### src/design/s256h_pkg.sv
// s256h_pkg: shared types, constants and SHA-256 functions for the stream hasher.
// Used by s256h_msg, s256h_round and sha256_stream_hasher. No dependencies.
`default_nettype none

package s256h_pkg;

    // Eight 32-bit words; element 0 is a (or H0)
    typedef logic [7:0][31:0] t_words8;

    // Control from the sequencer to the message window
    typedef struct packed {
        logic       load_data;   // shift one message byte in
        logic [7:0] data;        // byte to shift in
        logic       shift_word;  // round step: drop oldest word, append new one
    } t_msg_ctl;

    localparam logic [7:0] PAD_MARK = 8'h80;
    localparam logic [5:0] LEN_POS  = 6'd56;   // first byte of the bit length
    localparam logic [5:0] LAST_POS = 6'd63;   // last byte of a block
    localparam logic [5:0] LAST_RND = 6'd63;
    localparam logic [2:0] LAST_IDX = 3'd7;

    localparam t_words8 H_INIT = {
        32'h5be0cd19, 32'h1f83d9ab, 32'h9b05688c, 32'h510e527f,
        32'ha54ff53a, 32'h3c6ef372, 32'hbb67ae85, 32'h6a09e667
    };

    localparam logic [31:0] ROUND_K [64] = '{
        32'h428a2f98, 32'h71374491, 32'hb5c0fbcf, 32'he9b5dba5,
        32'h3956c25b, 32'h59f111f1, 32'h923f82a4, 32'hab1c5ed5,
        32'hd807aa98, 32'h12835b01, 32'h243185be, 32'h550c7dc3,
        32'h72be5d74, 32'h80deb1fe, 32'h9bdc06a7, 32'hc19bf174,
        32'he49b69c1, 32'hefbe4786, 32'h0fc19dc6, 32'h240ca1cc,
        32'h2de92c6f, 32'h4a7484aa, 32'h5cb0a9dc, 32'h76f988da,
        32'h983e5152, 32'ha831c66d, 32'hb00327c8, 32'hbf597fc7,
        32'hc6e00bf3, 32'hd5a79147, 32'h06ca6351, 32'h14292967,
        32'h27b70a85, 32'h2e1b2138, 32'h4d2c6dfc, 32'h53380d13,
        32'h650a7354, 32'h766a0abb, 32'h81c2c92e, 32'h92722c85,
        32'ha2bfe8a1, 32'ha81a664b, 32'hc24b8b70, 32'hc76c51a3,
        32'hd192e819, 32'hd6990624, 32'hf40e3585, 32'h106aa070,
        32'h19a4c116, 32'h1e376c08, 32'h2748774c, 32'h34b0bcb5,
        32'h391c0cb3, 32'h4ed8aa4a, 32'h5b9cca4f, 32'h682e6ff3,
        32'h748f82ee, 32'h78a5636f, 32'h84c87814, 32'h8cc70208,
        32'h90befffa, 32'ha4506ceb, 32'hbef9a3f7, 32'hc67178f2
    };

    function automatic logic [31:0] big_sigma0(input logic [31:0] x);
        return {x[1:0], x[31:2]} ^ {x[12:0], x[31:13]} ^ {x[21:0], x[31:22]};
    endfunction

    function automatic logic [31:0] big_sigma1(input logic [31:0] x);
        return {x[5:0], x[31:6]} ^ {x[10:0], x[31:11]} ^ {x[24:0], x[31:25]};
    endfunction

    function automatic logic [31:0] small_sigma0(input logic [31:0] x);
        return {x[6:0], x[31:7]} ^ {x[17:0], x[31:18]} ^ {3'b000, x[31:3]};
    endfunction

    function automatic logic [31:0] small_sigma1(input logic [31:0] x);
        return {x[16:0], x[31:17]} ^ {x[18:0], x[31:19]} ^ {10'd0, x[31:10]};
    endfunction

endpackage

`default_nettype wire

### src/design/s256h_msg.sv
// s256h_msg: 512-bit message window. Gathers bytes into a block, then acts as
// the 16-word schedule shift line during rounds. Depends on s256h_pkg.
`default_nettype none

module s256h_msg (
    input  wire logic                i_clk,
    input  wire s256h_pkg::t_msg_ctl i_ctl,
    input  wire logic [31:0]         i_new_word,
    output logic [31:0]              o_w0,
    output logic [31:0]              o_w1,
    output logic [31:0]              o_w9,
    output logic [31:0]              o_w14
);

    // word j of the window sits at bits [511-32j -: 32]; word 0 is w[t]
    logic [511:0] r_win;

    always_ff @(posedge i_clk) begin
        if (i_ctl.shift_word) begin
            r_win <= {r_win[479:0], i_new_word};
        end else if (i_ctl.load_data) begin
            r_win <= {r_win[503:0], i_ctl.data};
        end
    end

    // fixed taps for round t: w[t], w[t+1], w[t+9], w[t+14]
    assign o_w0  = r_win[511:480];
    assign o_w1  = r_win[479:448];
    assign o_w9  = r_win[223:192];
    assign o_w14 = r_win[63:32];

endmodule

`default_nettype wire

### src/design/s256h_round.sv
// s256h_round: the shared SHA-256 round unit, one round per use, plus the
// schedule word expansion. Pure logic. Depends on s256h_pkg.
`default_nettype none

module s256h_round (
    input  wire s256h_pkg::t_words8 i_work,
    input  wire logic [31:0]        i_k,
    input  wire logic [31:0]        i_w0,
    input  wire logic [31:0]        i_w1,
    input  wire logic [31:0]        i_w9,
    input  wire logic [31:0]        i_w14,
    output s256h_pkg::t_words8      o_work,
    output logic [31:0]             o_new_word
);

    logic [31:0] t1;
    logic [31:0] t2;
    logic [31:0] ch;
    logic [31:0] maj;

    // round function on a..h
    always_comb begin
        ch  = (i_work[4] & i_work[5]) ^ (~i_work[4] & i_work[6]);
        maj = (i_work[0] & i_work[1]) ^ (i_work[0] & i_work[2]) ^ (i_work[1] & i_work[2]);
        t1  = i_work[7] + s256h_pkg::big_sigma1(i_work[4]) + ch + i_k + i_w0;
        t2  = s256h_pkg::big_sigma0(i_work[0]) + maj;
        o_work[0] = t1 + t2;
        o_work[1] = i_work[0];
        o_work[2] = i_work[1];
        o_work[3] = i_work[2];
        o_work[4] = i_work[3] + t1;
        o_work[5] = i_work[4];
        o_work[6] = i_work[5];
        o_work[7] = i_work[6];
    end

    // w[t+16] from the window taps
    assign o_new_word = s256h_pkg::small_sigma1(i_w14) + i_w9
                      + s256h_pkg::small_sigma0(i_w1) + i_w0;

endmodule

`default_nettype wire

### src/design/sha256_stream_hasher.sv
// sha256_stream_hasher: byte-serial SHA-256 with padding and digest output.
// Depends on s256h_pkg, s256h_msg and s256h_round.
//
//   channel | handshake                  | word
//   --------+----------------------------+----------------------------------------
//   in      | i_in_valid / o_in_stall    | i_data_byte, i_has_byte, i_is_last
//   out     | o_out_valid / i_out_stall  | o_digest_word, o_word_index, o_final_word
//
// A byte word is absorbed into the message window; the byte that completes a block
// then runs the rounds of the shared round unit and the hash update.
// An end word pads one byte per cycle up to the block end (and a second block
// when the mark lands past byte 55), each block then runs the rounds and the hash
// update, and the eight digest words leave at one per cycle unless stalled.
// o_in_stall is high whenever the sequencer is not idle.
// Synchronous active-low reset returns to the initial hash values, empty message.
`default_nettype none

module sha256_stream_hasher (
    input  wire logic        i_clk,
    input  wire logic        i_rst_n,
    input  wire logic        i_in_valid,
    output logic             o_in_stall,
    input  wire logic [7:0]  i_data_byte,
    input  wire logic        i_has_byte,
    input  wire logic        i_is_last,
    output logic             o_out_valid,
    input  wire logic        i_out_stall,
    output logic [31:0]      o_digest_word,
    output logic [2:0]       o_word_index,
    output logic             o_final_word
);

    typedef enum logic [2:0] {
        ST_IDLE,
        ST_PAD,
        ST_ROUND,
        ST_ADD,
        ST_EMIT
    } t_state;

    t_state               r_state;
    s256h_pkg::t_words8   r_hash;
    s256h_pkg::t_words8   r_work;
    s256h_pkg::t_words8   n_work;
    logic [5:0]           r_fill;
    logic [60:0]          r_total;
    logic [5:0]           r_round;
    logic [2:0]           r_widx;
    logic                 r_last;     // message end seen, finishing
    logic                 r_mark;     // 0x80 already appended
    logic                 r_len_ok;   // current block carries the bit length

    s256h_pkg::t_msg_ctl  msg_ctl;
    logic [31:0]          w0, w1, w9, w14, new_word;
    logic                 in_acc, out_acc;
    logic [63:0]          len_shift;

    assign in_acc  = i_in_valid && (r_state == ST_IDLE);
    assign out_acc = (r_state == ST_EMIT) && !i_out_stall;

    // byte source: input byte, pad mark, zero or length byte
    always_comb begin
        len_shift          = {r_total, 3'b000} << {r_fill[2:0], 3'b000};
        msg_ctl.load_data  = 1'b0;
        msg_ctl.data       = i_data_byte;
        msg_ctl.shift_word = (r_state == ST_ROUND);
        if (in_acc && i_has_byte) begin
            msg_ctl.load_data = 1'b1;
        end
        if (r_state == ST_PAD) begin
            msg_ctl.load_data = 1'b1;
            if (!r_mark) begin
                msg_ctl.data = s256h_pkg::PAD_MARK;
            end else if (r_len_ok && (r_fill >= s256h_pkg::LEN_POS)) begin
                msg_ctl.data = len_shift[63:56];
            end else begin
                msg_ctl.data = 8'h00;
            end
        end
    end

    s256h_msg u_msg (
        .i_clk      (i_clk),
        .i_ctl      (msg_ctl),
        .i_new_word (new_word),
        .o_w0       (w0),
        .o_w1       (w1),
        .o_w9       (w9),
        .o_w14      (w14)
    );

    s256h_round u_round (
        .i_work     (r_work),
        .i_k        (s256h_pkg::ROUND_K[r_round]),
        .i_w0       (w0),
        .i_w1       (w1),
        .i_w9       (w9),
        .i_w14      (w14),
        .o_work     (n_work),
        .o_new_word (new_word)
    );

    // sequencer, hash state and counters
    always_ff @(posedge i_clk) begin
        if (!i_rst_n) begin
            r_state  <= ST_IDLE;
            r_hash   <= s256h_pkg::H_INIT;
            r_fill   <= '0;
            r_total  <= '0;
            r_round  <= '0;
            r_widx   <= '0;
            r_last   <= 1'b0;
            r_mark   <= 1'b0;
            r_len_ok <= 1'b0;
        end else begin
            case (r_state)
                ST_IDLE: begin
                    if (in_acc) begin
                        if (i_has_byte) begin
                            r_fill  <= r_fill + 6'd1;
                            r_total <= r_total + 61'd1;
                        end
                        if (i_has_byte && (r_fill == s256h_pkg::LAST_POS)) begin
                            r_state <= ST_ROUND;
                            r_round <= '0;
                            r_work  <= r_hash;
                            r_last  <= i_is_last;
                        end else if (i_is_last) begin
                            r_state <= ST_PAD;
                            r_last  <= 1'b1;
                        end
                    end
                end
                ST_PAD: begin
                    r_fill <= r_fill + 6'd1;
                    if (!r_mark) begin
                        r_mark   <= 1'b1;
                        r_len_ok <= (r_fill < s256h_pkg::LEN_POS);
                    end
                    if (r_fill == s256h_pkg::LAST_POS) begin
                        r_state <= ST_ROUND;
                        r_round <= '0;
                        r_work  <= r_hash;
                    end
                end
                ST_ROUND: begin
                    r_work  <= n_work;
                    r_round <= r_round + 6'd1;
                    if (r_round == s256h_pkg::LAST_RND) begin
                        r_state <= ST_ADD;
                    end
                end
                ST_ADD: begin
                    for (int j = 0; j < 8; j++) begin
                        r_hash[j] <= r_hash[j] + r_work[j];
                    end
                    if (!r_last) begin
                        r_state <= ST_IDLE;
                    end else if (r_mark && r_len_ok) begin
                        r_state <= ST_EMIT;
                        r_widx  <= '0;
                    end else begin
                        // no mark yet, or mark past byte 55: mark and/or length go in a fresh block
                        r_state <= ST_PAD;
                        if (r_mark) begin
                            r_len_ok <= 1'b1;
                        end
                    end
                end
                ST_EMIT: begin
                    if (out_acc) begin
                        r_widx <= r_widx + 3'd1;
                        if (r_widx == s256h_pkg::LAST_IDX) begin
                            r_state  <= ST_IDLE;
                            r_hash   <= s256h_pkg::H_INIT;
                            r_total  <= '0;
                            r_last   <= 1'b0;
                            r_mark   <= 1'b0;
                            r_len_ok <= 1'b0;
                        end
                    end
                end
                default: begin
                    r_state <= ST_IDLE;
                end
            endcase
        end
    end

    assign o_in_stall    = (r_state != ST_IDLE);
    assign o_out_valid   = (r_state == ST_EMIT);
    assign o_digest_word = r_hash[r_widx];
    assign o_word_index  = r_widx;
    assign o_final_word  = (r_widx == s256h_pkg::LAST_IDX);

endmodule

`default_nettype wire

### config.mk
export PLATFORM = sky130hd
export DESIGN_NAME = sha256_stream_hasher
export DESIGN_NICKNAME = d
export VERILOG_FILES = /design/src/design/s256h_pkg.sv /design/src/design/s256h_msg.sv /design/src/design/s256h_round.sv /design/src/design/sha256_stream_hasher.sv
export SDC_FILE = /design/constraint.sdc
export NUM_CORES = 2
export LEC_CHECK = 0
export ABC_AREA = 1
export BUFFER_PORTS_ARGS = -buffer_cell sky130_fd_sc_hd__buf_4
export CORE_UTILIZATION = 65
export DETAILED_ROUTE_END_ITERATION = 8
export PLACE_DENSITY = 0.78
export REMOVE_ABC_BUFFERS = 1
export SYNTH_ARGS = -nofsm -noshare
export SYNTH_HDL_FRONTEND = slang
export SYNTH_SLANG_ARGS = --single-unit
### constraint.sdc
create_clock -name i_clk -period 20 [get_ports i_clk]
set_input_delay 3 -clock i_clk [delete_from_list [all_inputs] [get_ports i_clk]]
set_output_delay 3 -clock i_clk [all_outputs]
set_load 0.005 [all_outputs]
==> results.json <==
{
  "path_max_fanout": 34,
  "cpMaxStageDelayCell": "clkinv_1",
  "port_buffers": 51,
  "period_share_pct": 42.7,
  "r2r-end": "r_work[23]$_DFFE_PP_",
  "core_area_mm2": 0.122,
  "clockBufferDepth": 3,
  "clockRootBuffer": "clkbuf_16",
  "dpl_cell_area_mm2": 0.0815,
  "hp-start": "r_mark$_SDFFE_PN0P_",
  "cts_tree": "yes",
  "ys_seq_area_share_pct": 37.2,
  "overflow": 0,
  "max_stage_delay_ns": 0.83,
  "io_pins": 52,
  "crit_cells": 33,
  "synth_top_area_share_pct": 28.8,
  "grt_max_degree": 255,
  "grt_pass1_vias": 75200,
  "drt-total-wl_um": 320000,
  "finClkSkew_ns": 0.0685,
  "synth_edf_count": 768,
  "yosysTopAreaCell": "edfxtp_1",
  "synthesis.area_mm2": 0.0802,
  "fmax_ghz": 0.117,
  "cp_data_arrival_time_ns": 9.02,
  "die_y_um": 353,
  "clkTransAtPathRegs_ns": 0.06,
  "finalSetupViolCount": 0,
  "cts-resized-gates": 0,
  "finish.instance_area_mm2": 0.0856,
  "drtAntennaViolNets": 0,
  "clock_latency_ns": 0.81,
  "outcome": "complete, but fails checks",
  "drt-initial-drc-count": 15200,
  "antenna_found_initial": 13,
  "nNetsFinal": 11100,
  "rows": 128,
  "setup_tns_ns": 0,
  "drv_cap": 0,
  "yosys_warnings": 0,
  "start_util_pct": 65.7,
  "r2r_slack_ns": 11.45,
  "dieArea_mm2": 0.125,
  "wl_per_cell_um": 26.1,
  "slew_headroom_pct": 4.09,
  "synth_area_leaders": "edfxtp_1 29%, nand2_1 15%, dfxtp_1 8.4%",
  "cts_buffers": 118,
  "layout.filler_cells": 9443,
  "area_growth_syn_to_layout_pct": 6.75,
  "grt_usage_pct": 49.9,
  "cp-startpoint": "r_round[2]$_SDFFE_PN0P_",
  "postSynthAreaPerCell_um2": 7.47,
  "h-tree-depth": 3,
  "first_pass_iters": 9,
  "cp_top_family": "simple AND/OR/NAND/NOR gates",
  "violations": "DRC",
  "endpoint_kind": "register",
  "start_kind": "register",
  "fp.dieW_um": 353,
  "async_reset_ff_share_pct": 0,
  "cpMostUsedCell": "nand2_1",
  "cts_sinks": 1106,
  "crit_type": "reg -> reg",
  "final_common_cell": "nand2_1",
  "hp-class": "reg -> reg",
  "post-route-min-period_ns": 8.55,
  "synth.distinct_cells": 63,
  "syn_inst": 10700,
  "rsz0062_at_grt": "no",
  "cts_hold_buf": 0,
  "synth-seq-cells": 1106,
  "hpwlAfterDp_um": 235000,
  "hold_viol_final": 0,
  "required_ns": 20.47,
  "vias": 80900,
  "reg2reg_depth": 33,
  "postCtsSetupBuffers": 0,
  "endpoint": "r_work[23]$_DFFE_PP_",
  "tightest_slew_ns": 1.42,
  "via_per_inst": 6.61,
  "rr_startpoint": "r_round[2]$_SDFFE_PN0P_",
  "place_congestion": 1.18,
  "slew_violations": 0,
  "cp.buffers_inverters": 4,
  "grt_pass1_wl_um": 468000,
  "drive_above_1_share_pct": 3.63,
  "drc": 3,
  "mostFrequentLayoutCells": "3110 x nand2_1, 1206 x inv_1, 1050 x o21ai_0",
  "synth_top_flop_cell": "edfxtp_1",
  "whs_ns": 0.477
}
[final cells by class]
cell class / instances / area [µm²] / area share, %
Multi-Input combinational cell: 7947 / 44000 / 51.4
Clock inverter: 74 / 926 / 1.08
Clock buffer: 150 / 3170 / 3.71
Inverter: 1223 / 4610 / 5.39
Antenna cell: 7 / 17.5 / 0.0205
Tap cell: 1625 / 2030 / 2.38
Sequential cell: 1106 / 29800 / 34.9
Timing Repair Buffer: 121 / 958 / 1.12
[sequential cells by signal, indices dropped and copies added (netlist names)]
name and count:
o_word_index 3, r_fill 6, r_hash 256, r_last 1, r_len_ok 1, r_mark 1, r_round 6, r_state 3
r_total 61, r_work 256, u_msg.r_win 512
[per-layer routing]
metal	GRT usage, %	vias up	part of all wire [%]
met2	71.5	6820	41
met4	33.6	18	8.6
met1	63.5	37200	35
met3	17.3	1529	16
met5	1.25	-	0.092
li1	-	35300	-
[cell usage after synthesis, drive strengths merged (4+ instances only)]
cell / count
o21a: 37
nor4: 15
o2111ai: 4
edfxtp: 768
a21oi: 984
inv: 1221
a221oi: 12
clkbuf: 401
o31ai: 18
a21o: 51
o21ai: 1067
xnor2: 168
a31oi: 85
ha: 404
dfxtp: 338
a21boi: 40
o211ai: 67
a32o: 4
nand3: 384
a311oi: 9
o22ai: 17
nor3: 138
xor2: 200
buf: 55
nor2: 630
or2: 28
nand3b: 32
nand2: 3122
o311ai: 5
a211oi: 14
o221ai: 27
a31o: 5
and3: 7
fa: 196
a22oi: 7
nand4: 112
o21bai: 42
[cells by family after synthesis]
logic type / Yosys count / synth area share (%)
xor+xnor: 368 / 4.02
buf+inv: 1679 / 7.93
flops: 1106 / 37.2
simple gates: 4473 / 22.6
compound gates: 2506 / 17.1
fa+ha+maj: 600 / 11.2
[worst min-delay path by stage]
stage,endpoint,cells past startpoint
2_1_floorplan,r_fill[5]$_SDFFE_PN0P_,2
3_3_place_gp,r_fill[5]$_SDFFE_PN0P_,2
3_5_place_dp,r_mark$_SDFFE_PN0P_,2
4_1_cts,r_mark$_SDFFE_PN0P_,2
5_1_grt,r_mark$_SDFFE_PN0P_,2
6_report,r_mark$_SDFFE_PN0P_,2
[metrics by stage]
step,util (%),instances,setup slack [ns]
after floorplan,-,10300,-27.94
after global placement,66.7,12000,11.79
after detailed placement,66.7,12000,11.87
after CTS,70.1,12200,11.79
after global routing,70.1,12200,11.17
final,70.1,12300,11.45
[worst min-delay path: stages, from the launching register on]
cell	delay, ns
dfxtp_1	0.32
nand2_1	0.06
a21oi_1	0.05
Power is not shown: default switching activity piles up to over one toggle a cycle in this logic, so the estimate is an artifact.
